===== src/rtl/pwbs_pkg.sv =====
package pwbs_pkg;

    // Field widths
    localparam int unsigned IDX_W   = 6;
    localparam int unsigned POS_W   = 19;
    localparam int unsigned VEL_W   = 16;
    localparam int unsigned AREA_W  = 11;
    localparam int unsigned RAD_W   = 16;
    localparam int unsigned DT_W    = 12;
    localparam int unsigned CFG_IDX_W  = 3;
    localparam int unsigned CFG_DATA_W = 16;

    // Store geometry
    localparam int unsigned MAX_PARTICLES_DEF = 64;
    localparam int unsigned POS_MEM_W = 2 * POS_W;
    localparam int unsigned VEL_MEM_W = 2 * VEL_W;

    // Register indexes
    localparam logic [CFG_IDX_W-1:0] REG_AREA_WIDTH  = 3'd0;
    localparam logic [CFG_IDX_W-1:0] REG_AREA_HEIGHT = 3'd1;
    localparam logic [CFG_IDX_W-1:0] REG_RADIUS      = 3'd2;
    localparam logic [CFG_IDX_W-1:0] REG_TIME_STEP   = 3'd3;
    localparam logic [CFG_IDX_W-1:0] REG_GRAVITY     = 3'd4;

    // Register reset values
    localparam logic [AREA_W-1:0]       AREA_WIDTH_RST  = 11'd800;
    localparam logic [AREA_W-1:0]       AREA_HEIGHT_RST = 11'd800;
    localparam logic [RAD_W-1:0]        RADIUS_RST      = 16'd1280;
    localparam logic [DT_W-1:0]         TIME_STEP_RST   = 12'd256;
    localparam logic signed [VEL_W-1:0] GRAVITY_RST     = -16'sd2509;

    // Velocity range
    localparam logic signed [VEL_W-1:0] VEL_MAX = 16'sh7FFF;
    localparam logic signed [VEL_W-1:0] VEL_MIN = 16'sh8000;

    // Function codes
    localparam logic FUNC_LOAD = 1'b0;
    localparam logic FUNC_STEP = 1'b1;

    typedef struct packed {
        logic [AREA_W-1:0]       area_width;
        logic [AREA_W-1:0]       area_height;
        logic [RAD_W-1:0]        radius;
        logic [DT_W-1:0]         time_step;
        logic signed [VEL_W-1:0] gravity;
    } cfg_t;

    typedef struct packed {
        logic                    bounced_y;
        logic                    bounced_x;
        logic signed [VEL_W-1:0] vel_y;
        logic signed [VEL_W-1:0] vel_x;
        logic [POS_W-1:0]        pos_y;
        logic [POS_W-1:0]        pos_x;
        logic [IDX_W-1:0]        index;
    } result_t;

endpackage


===== src/rtl/pwbs_cfg.sv =====
module pwbs_cfg (
    input  logic                            aclk,
    input  logic                            aresetn,
    input  logic                            cfg_valid,
    output logic                            cfg_ready,
    input  logic [pwbs_pkg::CFG_IDX_W-1:0]  cfg_index,
    input  logic [pwbs_pkg::CFG_DATA_W-1:0] cfg_data,
    output pwbs_pkg::cfg_t                  cfg
);

    pwbs_pkg::cfg_t cfg_reg;
    pwbs_pkg::cfg_t cfg_next;

    assign cfg_ready = 1'b1;

    // Decode the register index; drop writes beyond the list
    always_comb begin
        cfg_next = cfg_reg;
        if (cfg_valid) begin
            unique case (cfg_index)
                pwbs_pkg::REG_AREA_WIDTH:
                    cfg_next.area_width = cfg_data[pwbs_pkg::AREA_W-1:0];
                pwbs_pkg::REG_AREA_HEIGHT:
                    cfg_next.area_height = cfg_data[pwbs_pkg::AREA_W-1:0];
                pwbs_pkg::REG_RADIUS:
                    cfg_next.radius = cfg_data[pwbs_pkg::RAD_W-1:0];
                pwbs_pkg::REG_TIME_STEP:
                    cfg_next.time_step = cfg_data[pwbs_pkg::DT_W-1:0];
                pwbs_pkg::REG_GRAVITY:
                    cfg_next.gravity = $signed(cfg_data[pwbs_pkg::VEL_W-1:0]);
                default: ;
            endcase
        end
    end

    always_ff @(posedge aclk) begin
        if (!aresetn) begin
            cfg_reg.area_width  <= pwbs_pkg::AREA_WIDTH_RST;
            cfg_reg.area_height <= pwbs_pkg::AREA_HEIGHT_RST;
            cfg_reg.radius      <= pwbs_pkg::RADIUS_RST;
            cfg_reg.time_step   <= pwbs_pkg::TIME_STEP_RST;
            cfg_reg.gravity     <= pwbs_pkg::GRAVITY_RST;
        end else begin
            cfg_reg <= cfg_next;
        end
    end

    assign cfg = cfg_reg;

endmodule


===== config.mk =====
export PLATFORM = sky130hd
export DESIGN_NAME = pwbs_cfg
export DESIGN_NICKNAME = d
export VERILOG_FILES = /design/src/rtl/pwbs_pkg.sv /design/src/rtl/pwbs_cfg.sv
export SDC_FILE = /design/constraint.sdc
export NUM_CORES = 1
export LEC_CHECK = 0
export ABC_AREA = 1
export CAP_MARGIN = 15
export CORE_MARGIN = 4
export CORE_UTILIZATION = 50
export DETAILED_ROUTE_END_ITERATION = 8
export DONT_BUFFER_PORTS = 1
export PLACE_DENSITY = 0.73
export SETUP_SLACK_MARGIN = 0.2
export SLEW_MARGIN = 10
export SYNTH_ARGS = -nofsm -noshare
export SYNTH_HDL_FRONTEND = slang
export SYNTH_SLANG_ARGS = --single-unit

===== constraint.sdc =====
create_clock -name aclk -period 1 [get_ports aclk]
set_input_delay 0.05 -clock aclk [delete_from_list [all_inputs] [get_ports aclk]]
set_output_delay 0.05 -clock aclk [all_outputs]
set_load 0.01 [all_outputs]

==> metrics, run 1 <==
Layout area overhead=10.48%; failing checks=hold timing; PnR Total Power=~5.6 mW; Avg Cell Area, Syn=a little over 7 um^2; sum of negative setup slack=0 ns; first-pass GRT wire length=10630 um; die width=around 80 um; Core ar.=0.005107 mm^2; CTS root buffer=clkbuf_8; post-synthesis sequential area ratio=roughly half; port bufs=0; ys async rst share=0%; critical path peak fanout=2; hold depth=1; Min Hold Slack=-0.1878 ns; crit start category=flop; Total GRT Usage=21.66%; n_diodes=0; CTS tree=built; Syn Inst Count=372; post-DP HPWL=4567 um; Final nets=394; Worst R2R Setup Slack=0.36 ns; post-CTS setup buffer count=0; simple-gate area share of the yosys netlist=41.97%; PwrDens=1918 mW/mm^2; drt total wl=6565 um; H-tree Lvls=3; Post-synth EDFFs=0; main combinational cell family by area after synthesis=simple AND/OR/NAND/NOR gates; Setup CP Type=reg2out; Largest register FFs=66; synthesized cell area=between 0.002 and 0.003 mm^2; fin. max-slew vios=0; final core occ=56.81%; total gr overflow=0; setup ws final=~0.23 ns; synth cell count leaders=nor2_1, nand2_1, dfxtp_1, nand3_1, inv_1; RSZ-0062 raised after global routing=no; IO Pins=~90; num rows=26; fin crit share=77.33%; initial antenna violation count=0; total CTS buffers=9; routed vias=approximately 2200; Worst R2R Start=cfg[6]; first drt pass iteration count=4; Hold Violations, Final=66; required time worst endpoint=between 0.9 and 1 ns; pre-CTS setup slack=between 0.15 and 0.2 ns; Leakage=1.310 nW; share of cells above drive strength 1=12.73%; gpl congestion=0.7664; clock skew=0 ns; DR vias/cell=between 4 and 5; most frequent cell after synthesis=nor2_1; clk buf depth=2; Final Critical Period=around 0.77 ns; outcome=complete, but fails checks; Area contributors post-synth=dfxtp_1, nor2_1, nand2_1, nand3_1, inv_1; Routed Antenna Nets=0; CP arrival=around 0.72 ns; cell count of the worst reg-to-reg path=2; HP Start=aresetn; # DRC=0; mux share of post-synthesis cell area=0%; Seq cells post-synth=66; Max VDD drop=~1.6 mV; worst min path class=in2reg; Die Y=80.48 um; Setup-failing EPs final=0; CP endpoint kind=output pin; adder-cell area share of the yosys netlist=0%; clock latency on the worst-skew pair=between 0.3 and 0.4 ns; fill cell count=503; clk sinks=66; area leader, netlist=dfxtp_1; Synth cell types=17; largest net degree at the start of global routing=67; vias in the first global route=2137; share of the synthesized area in the top cell type=50.31%; Synth Flop Type=dfxtp_1; XOR/XNOR share of the synthesized area=0%; mean routed wirelength per cell=14.69 um; Initial Util=51.42%; Die Area=0.006476 mm^2; max-cap viol count=0; WHS Endpoint=cfg[1]; Fmax=between 1000 and 1500 MHz; Synthesis Warnings=0; post-synthesis compound-gate area fraction=less than 1%; Clk pin slew, worst setup/hold paths=0.07 ns; Mapped Nets=394; Initial DRC Count=194; worst reg2reg endpoint=cfg[6]
## kinds of logic after synthesis
family | count (synthesis)
other | 1
buffers and inverters | 41
AOI/OAI and AO/OA | 1
DFF | 66
and+or+nand+nor | 263
## area by class of cell
class                      count  area, um^2  share of cell area (%)
tap                           70       87.58                   3.019
multi-input combinational    265        1111                   38.29
sequential                    66        1340                   46.18
timing repair buffer           9       67.56                   2.329
inverter                      21       78.83                   2.717
clock buffer                  15       186.4                   6.425
clock inverter                 1       30.03                   1.035
## cells in the final DEF, fill, tap and decap left out, drive strengths merged
master  count
inv        21
nand3b      1
buf         9
nand3      65
clkbuf     15
nand2      94
bufinv      1
o21ai       1
conb        1
dfxtp      66
nor2      103
## per-stage QoR
step | cells | cell area [um^2]
after CTS | 447 | 2883
after floorplan | 372 | 2626
final | 447 | 2902
after global routing | 447 | 2902
after detailed placement | 431 | 2666
after global placement | 431 | 2666
## power breakdown
part	internal, mW	switching [mW]	leakage (nW)
registers	2.73	0.108	0.538
logic	0.131	0.238	0.662
clock network	1.43	0.932	0.110
total	4.29	1.28	1.31
## repair_timing
item,CTS,global route
hold endpoints to repair,66,66
resized for setup,0,15
setup endpoints to repair,0,16
## layer usage
layer	vias to the layer above	global-route usage (%)	share of wire [%]
li1	1150	-	-
met1	983	25.96	41
met2	78	34.11	47
met3	8	9.305	11
met4	0	8.446	1.4
met5	-	0	0
## worst max-delay path by stage
stage / endpoint / from / slack (ns) / cells past startpoint
after floorplan: cfg[51] / cfg_valid / 0.24 / 6
after global placement: cfg[28] / cfg_index[2] / 0.19 / 5
after detailed placement: cfg[37] / cfg_index[2] / 0.16 / 5
after CTS: cfg[44] / cfg[44] / 0.20 / 0
after global routing: cfg[56] / cfg[56] / 0.20 / 0
final: cfg[65] / cfg[65] / 0.23 / 0
(Power assumes the default switching activity.)
==> run 2: changes to the inputs <==
==> constraint.sdc (replaced) <==
create_clock -name aclk -period 0.8 [get_ports aclk]
set_input_delay 0.04 -clock aclk [delete_from_list [all_inputs] [get_ports aclk]]
set_output_delay 0.04 -clock aclk [all_outputs]
set_load 0.01 [all_outputs]
==> run 2 against run 1 <==
Against the previous run: the flow finishes with violations (hold timing, setup timing); sequential share of layout area decreased by 7.6 points; sequential power increased by 24%; global-route usage increased by 1.5 points; cell count increased by 6.7%; non-clock buffer count increased by 34; final area increased by 28%; sequential cell count unchanged; clock power increased by 3%; critical path type unchanged; critical endpoint is now cfg[24]; largest cell class unchanged.
==> metrics, run 2 (synthesis results as in run 1) <==
first drt pass iteration count=4; clk buf depth=2; Largest register FFs=66; Hold Violations, Final=66; Worst R2R Start=cfg[24]; outcome=complete, but fails checks; Psw=1.667 mW; gpl congestion=0.8029; total CTS buffers=9; n_diodes=0; Clk pin slew, worst setup/hold paths=about 0.06 ns; Comb pwr share=between 10 and 15%; final instance area=0.003721 mm^2; clock latency on the worst-skew pair=0.34 ns; Reg area=0.001436 mm^2; Setup-failing EPs final=30; crit start category=flop; DR vias/cell=5.113; CP endpoint kind=output pin; Multi-input gate area=0.001403 mm^2; post-DP HPWL=slightly below 5000 um; most common cell after layout, fill and taps aside=nand2_1; Max VDD drop=1.246 mV; Fmax=1197 MHz; die width=~80 um; Routed Antenna Nets=0; sequential fraction of design power=52.4%; CP arrival=roughly 0.80 ns; failing checks=hold timing, setup timing; worst reg2reg endpoint=cfg[24]; WHS Endpoint=cfg[15]; Die Area=around 0.0065 mm^2; critical-path cell list=buf_6; share of cells above drive strength 1=about half; initial antenna violation count=0; IO Pins=89; hold depth=1; required time worst endpoint=0.76 ns; clk sinks=between 60 and 70; Core ar.=between 0.005 and 0.006 mm^2; routed vias=2439; HP Start=aresetn; Initial Util=51.42%; CTS root buffer=clkbuf_8; max-cap viol count=0; Final nets=around 430; Initial DRC Count=173; cell count of the worst reg-to-reg path=3; Total GRT Usage=23.13%; Slowest-stage cell, CP=dfxtp_2; fin crit share=104.4%; total gr overflow=0; critical path peak fanout=2; Min Hold Slack=-0.2190 ns; Final Critical Period=0.8352 ns; crit path buf inv count=1; Finished Layout Cells=477; CP max stage delay=approximately 0.35 ns; num rows=26; RSZ-0062 raised after global routing=yes; H-tree Lvls=3; Leakage=1.595 nW; largest net degree at the start of global routing=67; vias in the first global route=2295; clock skew=0 ns; most frequent cells in the layout=nand2_1, nor2_1, dfxtp_2, nand3_1, buf_6; Die Y=between 80 and 90 um; first-pass GRT wire length=approximately 11000 um; drt total wl=7181 um; dpl cells=461; Post-DP Area=~0.0032 mm^2; fill cell count=about 430; # DRC=0; CTS tree=built; cell internal pwr=approximately 5 mW; sw frac=24.80%; mean routed wirelength per cell=15.05 um; Layout area overhead=41.69%; PwrDens=1806 mW/mm^2; Crit path max-delay family=flip-flops; Setup CP Type=reg2out; final core occ=72.86%; fin. max-slew vios=0; setup ws final=-0.03524 ns; Worst R2R Setup Slack=0.10 ns; port bufs=0; worst min path class=in2reg; clock power share=36.2%
==> run 2: layer usage <==
metal,GRT usage [%],wire length [um]
met5,0,0
met4,11.99,141
met3,7.623,599
met2,36.75,3565
met1,27.67,2874
==> run 2: per-stage QoR <==
| stage | setup TNS, ns | setup slack (ns) | power, mW |
|---|---|---|---|
| 2_1_floorplan | 0 | 0.1414 | 4.085 |
| 3_3_place_gp | 0 | 0.06230 | 4.241 |
| 3_5_place_dp | 0 | 0.03492 | 4.259 |
| 4_1_cts | -0.8906 | -0.04007 | 6.754 |
| 5_1_grt | -1.449 | -0.06678 | 7.039 |
| 6_report | -0.5670 | -0.03524 | 6.720 |
==> run 2: worst reg2reg max path: stages (launching register included) <==
cell and delay (ns):
dfxtp_2 0.34, buf_4 0.13, o21ai_2 0.05, nand3_1 0.08
==> run 2: how the worst max path moves through the flow <==
stage	startpoint	to	cells after the start
detailed placement	cfg_index[2]	cfg[38]	5
global placement	cfg_index[2]	cfg[36]	5
global route	cfg[56]	cfg[56]	1
floorplan	cfg_index[2]	cfg[31]	5
finish	cfg[24]	cfg[24]	1
CTS	cfg[24]	cfg[24]	1
==> run 2: power by group through the flow <==
stage	registers, mW	logic [mW]	clock network [mW]
2_1_floorplan	3.59	0.499	0
3_3_place_gp	3.58	0.664	0
3_5_place_dp	3.58	0.679	0
4_1_cts	3.53	0.727	2.49
5_1_grt	3.53	0.847	2.66
6_report	3.52	0.769	2.43
==> run 2: final cells by class <==
| cell class | instances | share of cell area [%] |
|---|---|---|
| sequential | 66 | 38.60 |
| timing repair buffer | 43 | 14.26 |
| inverter | 21 | 2.656 |
| multi-input combinational | 265 | 37.69 |
| tap | 70 | 2.354 |
| clock buffer | 12 | 4.438 |
==> run 2: repair_timing <==
item	in CTS	in global routing
hold endpoints to repair	66	66
resized for setup	104	52
setup endpoints to repair	90	117
setup buffers	4	0
pin swaps	14	41
