--- src/rtl/pwbs_pkg.sv ---
package pwbs_pkg;

    // Field widths
    localparam int unsigned IDX_W   = 6;
    localparam int unsigned POS_W   = 19;
    localparam int unsigned VEL_W   = 16;
    localparam int unsigned AREA_W  = 11;
    localparam int unsigned RAD_W   = 16;
    localparam int unsigned DT_W    = 12;
    localparam int unsigned CFG_IDX_W  = 3;
    localparam int unsigned CFG_DATA_W = 16;

    // Store geometry
    localparam int unsigned MAX_PARTICLES_DEF = 64;
    localparam int unsigned POS_MEM_W = 2 * POS_W;
    localparam int unsigned VEL_MEM_W = 2 * VEL_W;

    // Register indexes
    localparam logic [CFG_IDX_W-1:0] REG_AREA_WIDTH  = 3'd0;
    localparam logic [CFG_IDX_W-1:0] REG_AREA_HEIGHT = 3'd1;
    localparam logic [CFG_IDX_W-1:0] REG_RADIUS      = 3'd2;
    localparam logic [CFG_IDX_W-1:0] REG_TIME_STEP   = 3'd3;
    localparam logic [CFG_IDX_W-1:0] REG_GRAVITY     = 3'd4;

    // Register reset values
    localparam logic [AREA_W-1:0]       AREA_WIDTH_RST  = 11'd800;
    localparam logic [AREA_W-1:0]       AREA_HEIGHT_RST = 11'd800;
    localparam logic [RAD_W-1:0]        RADIUS_RST      = 16'd1280;
    localparam logic [DT_W-1:0]         TIME_STEP_RST   = 12'd256;
    localparam logic signed [VEL_W-1:0] GRAVITY_RST     = -16'sd2509;

    // Velocity range
    localparam logic signed [VEL_W-1:0] VEL_MAX = 16'sh7FFF;
    localparam logic signed [VEL_W-1:0] VEL_MIN = 16'sh8000;

    // Function codes
    localparam logic FUNC_LOAD = 1'b0;
    localparam logic FUNC_STEP = 1'b1;

    typedef struct packed {
        logic [AREA_W-1:0]       area_width;
        logic [AREA_W-1:0]       area_height;
        logic [RAD_W-1:0]        radius;
        logic [DT_W-1:0]         time_step;
        logic signed [VEL_W-1:0] gravity;
    } cfg_t;

    typedef struct packed {
        logic                    bounced_y;
        logic                    bounced_x;
        logic signed [VEL_W-1:0] vel_y;
        logic signed [VEL_W-1:0] vel_x;
        logic [POS_W-1:0]        pos_y;
        logic [POS_W-1:0]        pos_x;
        logic [IDX_W-1:0]        index;
    } result_t;

endpackage

--- src/rtl/pwbs_core.sv ---
module pwbs_core #(
    parameter int unsigned MAX_PARTICLES = pwbs_pkg::MAX_PARTICLES_DEF,
    localparam int unsigned AW = (MAX_PARTICLES > 1) ? $clog2(MAX_PARTICLES) : 1
) (
    input  logic                                  aclk,
    input  logic                                  aresetn,
    input  pwbs_pkg::cfg_t                        cfg,
    // Item side
    input  logic                                  in_valid,
    output logic                                  in_ready,
    input  logic                                  in_func,
    input  logic [pwbs_pkg::IDX_W-1:0]            in_index,
    input  logic [pwbs_pkg::POS_W-1:0]            in_pos_x,
    input  logic [pwbs_pkg::POS_W-1:0]            in_pos_y,
    input  logic signed [pwbs_pkg::VEL_W-1:0]     in_vel_x,
    input  logic signed [pwbs_pkg::VEL_W-1:0]     in_vel_y,
    // Result side
    output logic                                  res_valid,
    input  logic                                  res_ready,
    output pwbs_pkg::result_t                     res,
    // Particle memories
    output logic                                  ram_re,
    output logic [AW-1:0]                         ram_raddr,
    output logic                                  ram_we,
    output logic [AW-1:0]                         ram_waddr,
    output logic [pwbs_pkg::POS_MEM_W-1:0]        pos_wdata,
    output logic [pwbs_pkg::VEL_MEM_W-1:0]        vel_wdata,
    input  logic [pwbs_pkg::POS_MEM_W-1:0]        pos_rdata,
    input  logic [pwbs_pkg::VEL_MEM_W-1:0]        vel_rdata
);

    localparam int unsigned POS_W = pwbs_pkg::POS_W;
    localparam int unsigned VEL_W = pwbs_pkg::VEL_W;
    localparam int unsigned IDX_W = pwbs_pkg::IDX_W;
    localparam int unsigned PW    = 27;   // width of an unclamped position

    localparam logic [2:0] ST_IDLE = 3'd0;
    localparam logic [2:0] ST_WALL = 3'd1;
    localparam logic [2:0] ST_MUL  = 3'd2;
    localparam logic [2:0] ST_MUL2 = 3'd3;
    localparam logic [2:0] ST_SUM  = 3'd4;
    localparam logic [2:0] ST_CLMP = 3'd5;
    localparam logic [2:0] ST_OUT  = 3'd6;

    // Negate a velocity, saturating the most negative value
    function automatic logic signed [VEL_W-1:0] neg_sat(input logic signed [VEL_W-1:0] v);
        logic signed [VEL_W-1:0] r;
        if (v == pwbs_pkg::VEL_MIN) begin
            r = pwbs_pkg::VEL_MAX;
        end else begin
            r = -v;
        end
        return r;
    endfunction

    // Saturate a 22-bit value to the velocity range
    function automatic logic signed [VEL_W-1:0] sat_vel(input logic signed [21:0] v);
        logic signed [VEL_W-1:0] r;
        if (v > 22'sd32767) begin
            r = pwbs_pkg::VEL_MAX;
        end else if (v < -22'sd32768) begin
            r = pwbs_pkg::VEL_MIN;
        end else begin
            r = v[VEL_W-1:0];
        end
        return r;
    endfunction

    // Clamp a position to [r, edge - r]; the low bound wins
    function automatic logic [POS_W-1:0] clamp_pos(input logic signed [PW-1:0] p,
                                                   input logic [15:0] rad,
                                                   input logic [POS_W-1:0] edge_q8);
        logic signed [PW:0]  p_plus_r;
        logic signed [19:0]  q;
        logic [POS_W-1:0]    r;
        p_plus_r = $signed({p[PW-1], p}) + $signed({12'd0, rad});
        q = $signed({1'b0, edge_q8}) - $signed({4'd0, rad});
        if (p <= $signed({11'd0, rad})) begin
            r = {3'd0, rad};
        end else if (p_plus_r >= $signed({9'd0, edge_q8})) begin
            r = q[19] ? '0 : q[POS_W-1:0];
        end else begin
            r = p[POS_W-1:0];
        end
        return r;
    endfunction

    logic [2:0] state_reg, state_next;
    logic [AW-1:0] addr_reg, addr_next;
    logic wr_reg, wr_next;
    pwbs_pkg::result_t res_reg, res_next;

    // Pipeline work registers
    logic [POS_W-1:0]        px_reg, px_next, py_reg, py_next;
    logic signed [VEL_W-1:0] vx_reg, vx_next, vy_reg, vy_next;
    logic                    bx_reg, bx_next, by_reg, by_next;
    logic signed [28:0]      vxdt_reg, vxdt_next, vydt_reg, vydt_next, gdt_reg, gdt_next;
    logic signed [41:0]      gdt2_reg, gdt2_next;
    logic signed [21:0]      nx_reg, nx_next;
    logic signed [VEL_W-1:0] vyn_reg, vyn_next;
    logic signed [PW-1:0]    ny_reg, ny_next;

    logic [IDX_W+AW-1:0]     idx_wide;
    logic                    in_range;
    logic                    accept;
    logic [POS_W-1:0]        edge_w, edge_h;
    logic [POS_W-1:0]        rd_px, rd_py;
    logic signed [VEL_W-1:0] rd_vx, rd_vy;
    logic                    hit_x, hit_y;
    logic signed [12:0]      dt_s;
    logic signed [29:0]      nx_sum;
    logic signed [30:0]      vy_sum;
    logic signed [43:0]      ny_sum;

    assign idx_wide = {{AW{1'b0}}, in_index};
    assign in_range = (32'(in_index) < MAX_PARTICLES);
    assign in_ready = (state_reg == ST_IDLE);
    assign accept   = in_valid && in_ready;

    assign edge_w = {cfg.area_width, 8'd0};
    assign edge_h = {cfg.area_height, 8'd0};
    assign dt_s   = $signed({1'b0, cfg.time_step});

    // Memory read on a step beat
    assign ram_re    = accept && (in_func == pwbs_pkg::FUNC_STEP) && in_range;
    assign ram_raddr = idx_wide[AW-1:0];

    // Write back as the result leaves
    assign res_valid = (state_reg == ST_OUT);
    assign res       = res_reg;
    assign ram_we    = res_valid && res_ready && wr_reg;
    assign ram_waddr = addr_reg;
    assign pos_wdata = {res_reg.pos_y, res_reg.pos_x};
    assign vel_wdata = {res_reg.vel_y, res_reg.vel_x};

    // Wall test on the entry read from memory
    assign rd_px = pos_rdata[POS_W-1:0];
    assign rd_py = pos_rdata[2*POS_W-1:POS_W];
    assign rd_vx = $signed(vel_rdata[VEL_W-1:0]);
    assign rd_vy = $signed(vel_rdata[2*VEL_W-1:VEL_W]);
    assign hit_x = ({1'b0, rd_px} + {4'd0, cfg.radius} >= {1'b0, edge_w})
                || (rd_px <= {3'd0, cfg.radius});
    assign hit_y = (rd_py <= {3'd0, cfg.radius})
                || ({1'b0, rd_py} + {4'd0, cfg.radius} >= {1'b0, edge_h});

    // Rounded sums: add half an LSB, keep the upper bits
    assign nx_sum = $signed({3'd0, px_reg, 8'd0}) + $signed({vxdt_reg[28], vxdt_reg})
                  + 30'sd128;
    assign vy_sum = $signed({{6{vy_reg[VEL_W-1]}}, vy_reg, 9'd0})
                  + $signed({{2{gdt_reg[28]}}, gdt_reg}) + 31'sd256;
    assign ny_sum = $signed({8'd0, py_reg, 17'd0})
                  - $signed({{6{vydt_reg[28]}}, vydt_reg, 9'd0})
                  - $signed({{2{gdt2_reg[41]}}, gdt2_reg}) + 44'sd65536;

    always_comb begin
        state_next = state_reg;
        addr_next  = addr_reg;
        wr_next    = wr_reg;
        res_next   = res_reg;
        px_next    = px_reg;
        py_next    = py_reg;
        vx_next    = vx_reg;
        vy_next    = vy_reg;
        bx_next    = bx_reg;
        by_next    = by_reg;
        vxdt_next  = vxdt_reg;
        vydt_next  = vydt_reg;
        gdt_next   = gdt_reg;
        gdt2_next  = gdt2_reg;
        nx_next    = nx_reg;
        vyn_next   = vyn_reg;
        ny_next    = ny_reg;
        unique case (state_reg)
            ST_IDLE: begin
                if (accept) begin
                    addr_next       = idx_wide[AW-1:0];
                    res_next        = '0;
                    res_next.index  = in_index;
                    wr_next         = 1'b0;
                    if (!in_range) begin
                        state_next = ST_OUT;
                    end else if (in_func == pwbs_pkg::FUNC_LOAD) begin
                        res_next.pos_x = in_pos_x;
                        res_next.pos_y = in_pos_y;
                        res_next.vel_x = in_vel_x;
                        res_next.vel_y = in_vel_y;
                        wr_next        = 1'b1;
                        state_next     = ST_OUT;
                    end else begin
                        state_next = ST_WALL;
                    end
                end
            end
            ST_WALL: begin
                px_next    = rd_px;
                py_next    = rd_py;
                vx_next    = hit_x ? neg_sat(rd_vx) : rd_vx;
                vy_next    = hit_y ? neg_sat(rd_vy) : rd_vy;
                bx_next    = hit_x;
                by_next    = hit_y;
                state_next = ST_MUL;
            end
            ST_MUL: begin
                vxdt_next  = vx_reg * dt_s;
                vydt_next  = vy_reg * dt_s;
                gdt_next   = cfg.gravity * dt_s;
                state_next = ST_MUL2;
            end
            ST_MUL2: begin
                gdt2_next  = gdt_reg * dt_s;
                nx_next    = nx_sum[29:8];
                vyn_next   = sat_vel(vy_sum[30:9]);
                state_next = ST_SUM;
            end
            ST_SUM: begin
                ny_next    = ny_sum[43:17];
                state_next = ST_CLMP;
            end
            ST_CLMP: begin
                res_next.pos_x     = clamp_pos({{(PW-22){nx_reg[21]}}, nx_reg},
                                               cfg.radius, edge_w);
                res_next.pos_y     = clamp_pos(ny_reg, cfg.radius, edge_h);
                res_next.vel_x     = vx_reg;
                res_next.vel_y     = vyn_reg;
                res_next.bounced_x = bx_reg;
                res_next.bounced_y = by_reg;
                wr_next            = 1'b1;
                state_next         = ST_OUT;
            end
            ST_OUT: begin
                if (res_ready) begin
                    state_next = ST_IDLE;
                end
            end
            default: state_next = ST_IDLE;
        endcase
    end

    always_ff @(posedge aclk) begin
        if (!aresetn) begin
            state_reg <= ST_IDLE;
            wr_reg    <= 1'b0;
        end else begin
            state_reg <= state_next;
            wr_reg    <= wr_next;
        end
    end

    // Payload registers
    always_ff @(posedge aclk) begin
        addr_reg <= addr_next;
        res_reg  <= res_next;
        px_reg   <= px_next;
        py_reg   <= py_next;
        vx_reg   <= vx_next;
        vy_reg   <= vy_next;
        bx_reg   <= bx_next;
        by_reg   <= by_next;
        vxdt_reg <= vxdt_next;
        vydt_reg <= vydt_next;
        gdt_reg  <= gdt_next;
        gdt2_reg <= gdt2_next;
        nx_reg   <= nx_next;
        vyn_reg  <= vyn_next;
        ny_reg   <= ny_next;
    end

endmodule

--- config.mk ---
export PLATFORM = sky130hd
export DESIGN_NAME = pwbs_core
export DESIGN_NICKNAME = d
export VERILOG_FILES = /design/src/rtl/pwbs_pkg.sv /design/src/rtl/pwbs_core.sv
export SDC_FILE = /design/constraint.sdc
export NUM_CORES = 2
export LEC_CHECK = 0
export ABC_AREA = 1
export BUFFER_PORTS_ARGS = -buffer_cell sky130_fd_sc_hd__buf_2
export CORE_MARGIN = 10
export CORE_UTILIZATION = 55
export CTS_CLUSTER_DIAMETER = 50
export DETAILED_ROUTE_END_ITERATION = 12
export PLACE_DENSITY = 0.79
export REMOVE_ABC_BUFFERS = 1
export SETUP_SLACK_MARGIN = 0.05
export SLEW_MARGIN = 5
export SYNTH_ARGS = -nofsm -noshare
export SYNTH_HDL_FRONTEND = slang
export SYNTH_SLANG_ARGS = --single-unit
--- constraint.sdc ---
create_clock -name aclk -period 8.9 [get_ports aclk]
set_input_delay 2.67 -clock aclk [delete_from_list [all_inputs] [get_ports aclk]]
set_output_delay 2.67 -clock aclk [all_outputs]
set_load 0.05 [all_outputs]
==> results summary <==
The run finished with clean final reports. The total routing resource utilization after global routing came out at 29.1%. Once detail routing completed, the nets flagged for antenna violations numbered 0.

The number of pins exceeding their max-slew limit in the final report came out at 0. By count the netlist is led by inv_1, nand2_1, fa_1. Before CTS, the worst setup slack after placement is 374 ps. The top-level port count came out at roughly 380. The tree is rooted in a clkbuf_16. Buffers added to address setup during post-CTS repair amount to 0. The worst max-slew margin expressed relative to the limit is between 30 and 40%. The tightest min-delay check is of the reg2reg type. The total detailed-routing wirelength is 185 mm.

The horizontal extent of the die came out at between 300 and 400 microns. The transition time of the tightest slew-check pin came out at about 1000 ps. The cell depth of the worst hold path is 2. fa_1 takes more of the synthesized area than any other cell.

The kind of launch point of the worst setup path is an input port. Clock skew on the completed layout was measured at 26.6 ps. Setup repair after global routing left no endpoint under its margin. During synthesis, Yosys emitted a total of 0 warnings. The via count of the routed design came out at 52,100. Across the run, the number of max-cap violations was 0.

No sink is reached through more buffers than the 3 on the longest clock path. Based on the critical path, the design can be clocked at up to ~130 MHz. In the synthesized netlist the dominant register cell turns out to be edfxtp_1. The final worst-path setup slack is 1010 ps. The DRC violation count after routing is 0.

For this run, asynchronously set or reset flops after synthesis account for 0%. The final count of hold timing violations came out at 0. Sequential elements use 16.5% of the synthesized area. The number of flip-flops under the largest register name came out at 42. The area overhead of the layout relative to synthesis came out at 7.77%.

The clock-pin slew of the registers on the worst-case setup and hold paths came out at 60 ps. The floorplan step defined a core boundary enclosing roughly 110,000 sq um. The insertion delay of the later-clocked pin in the worst-skew pair is slightly below 700 ps. The die span in y is 355 microns. The per-cell routed wire length is a little under 20 microns.

The number of enable flip-flop cells after synthesis came out at 337. Entering global routing, the biggest net connects 78 pins. Cells fill 59.5% of the core in the end.

The final weighted congestion of routability-driven global placement is roughly 1.0. The cell depth of the worst flop-to-flop path came out at 18. The register bit total from synthesis came out at 341. The first-pass detailed-route iteration total is 8. The via count normalized by instance count is 5.43. The signal arrival time at the worst endpoint is 8320 ps.

Among all cell types in the netlist, the one instantiated most often is inv_1. Yosys attributes the largest share of cell area to fa_1, edfxtp_1, inv_1, ha_1, nand2_1. The post-detailed-placement half-perimeter wirelength came out at 151 mm. TritonCTS built the clock tree. The final critical path takes up 88.7% of the cycle. A synthesized cell averages about 7.9 sq um.

The count of cells resized by post-cts repair came out at 0. The largest fanout on the critical path came out at 24. The floorplan die area came out at 126,000 sq um. By startpoint and endpoint, the worst setup path is classified as in2reg. In this run, the number of DRC markers left after iteration 0 of detailed routing was 4,408.

The number of antenna violations at the first check in global routing was 11. The final number of setup-violating endpoints is 0. The total overflow left after global routing is 0. The clock net in this run drives a total of 341 sinks.

The maximum level of the CTS H-tree came out at 2. The netlist uses slightly above 60 different library cells. The gate count after technology mapping is 7,857. The clock period minus worst slack is 7890 ps.

After clock tree synthesis, the flow added hold-fix buffers numbering 0. The net total in the final layout came out at 9,710. The first global-routing pass estimated between 200 and 300 mm of wire. The post-route setup TNS is 0 ps. The via count of the first global-routing pass came out at around 54,000. The effective utilization at floorplan came out at between 50% and 60%.

The count of input and output buffers is 380. The required arrival time at the worst endpoint came out at 9330 ps. The standard-cell row count is 123. The top cell type by area accounts for 28.0% of the synthesized area.

The TritonCTS buffer count is 57. The fraction of final layout cells sized beyond drive strength 1 is about 7.6%. The post-synth design cell area is 61,900 sq um.

The sort of element at the end of the critical path is a register.
per-layer routing:
layer | share of wire, % | routed length (microns) | GRT usage [%]
met1 | 39 | 71500 | 36.1
met2 | 45 | 83900 | 47.7
met3 | 10 | 19000 | 6.42
met4 | 5.5 | 10100 | 14.2
met5 | 0.043 | 80 | 0
worst max-delay path, stage by stage:
cell and delay (ps):
buf_2 390, buf_12 250, nand2_1 120, fa_1 610, fa_1 480, inv_1 310, fa_1 510, fa_1 550
inv_1 50, fa_1 470, inv_1 40, ha_1 380, nand2_1 90, nor2_1 150, inv_1 100, nor4_1 480
o21ai_0 210, nand3_1 200, a21oi_1 100, xnor2_1 120
logic make-up after synthesis:
group	synth area share, %
DFF	16.5
and+or+nand+nor	16.8
xor gates and xnor gates	3.86
buffers and inverters	15.6
AOI/OAI and AO/OA	7.52
adders and majority gates	39.6
area by class of cell:
type                       count  area [sq um]
antenna                        1          2.50
sequential                   341         10200
timing repair buffer         448          2560
multi-input combinational   5040         42100
clock inverter                42           430
inverter                    2163          8120
clock buffer                  65          1470
fill                        9780         45500
tap                         1500          1880
final timing paths:
check,from,to,slack [ps]
worst max-delay path,cfg[17],gdt2_reg[39],1010
worst min-delay path,wr_reg,wr_reg,520
worst max register to register,gdt_reg[28],gdt2_reg[39],2710
worst min register to register,wr_reg,wr_reg,520
cell usage in the layout (no fill, tap or decap), types with 6 or more instances in the layout:
cell type     n
nand3b_1     28
o21ai_0     169
nand4_1      68
or2_2        15
inv_2         9
inv_1      2154
edfxtp_1    337
o211ai_1     17
nor2_1      284
xnor2_1      78
xor2_1      195
a21boi_0     12
buf_2       380
nor2_2       10
inv_6        16
ha_1        576
clkbuf_16    57
nor4_1       32
nand2_1    1754
fa_1        866
o21bai_1     18
a21o_1       24
a32o_1       32
clkbuf_1      7
a211oi_1     13
buf_12       12
nand3_1     222
nand3_2       6
and3_1        7
a221oi_1      8
nor3_1       63
a21oi_1     378
o31ai_1       7
buf_4        56
o21ai_1      43
o21a_1       12
a31oi_1      53
per-stage QoR:
| stage | cells | cell area [sq um] | hold WS [ps] |
|---|---|---|---|
| 2_1_floorplan | 7544 | 60300 | 471 |
| 3_3_place_gp | 9492 | 64800 | 489 |
| 3_5_place_dp | 9492 | 64800 | 500 |
| 4_1_cts | 9599 | 66700 | 516 |
| 5_1_grt | 9600 | 66700 | 570 |
| 6_report | 9600 | 66700 | 519 |
Power is left out: the tool's default activity adds up to more than one toggle a clock period on the data nets, which glitch-free logic cannot reach.
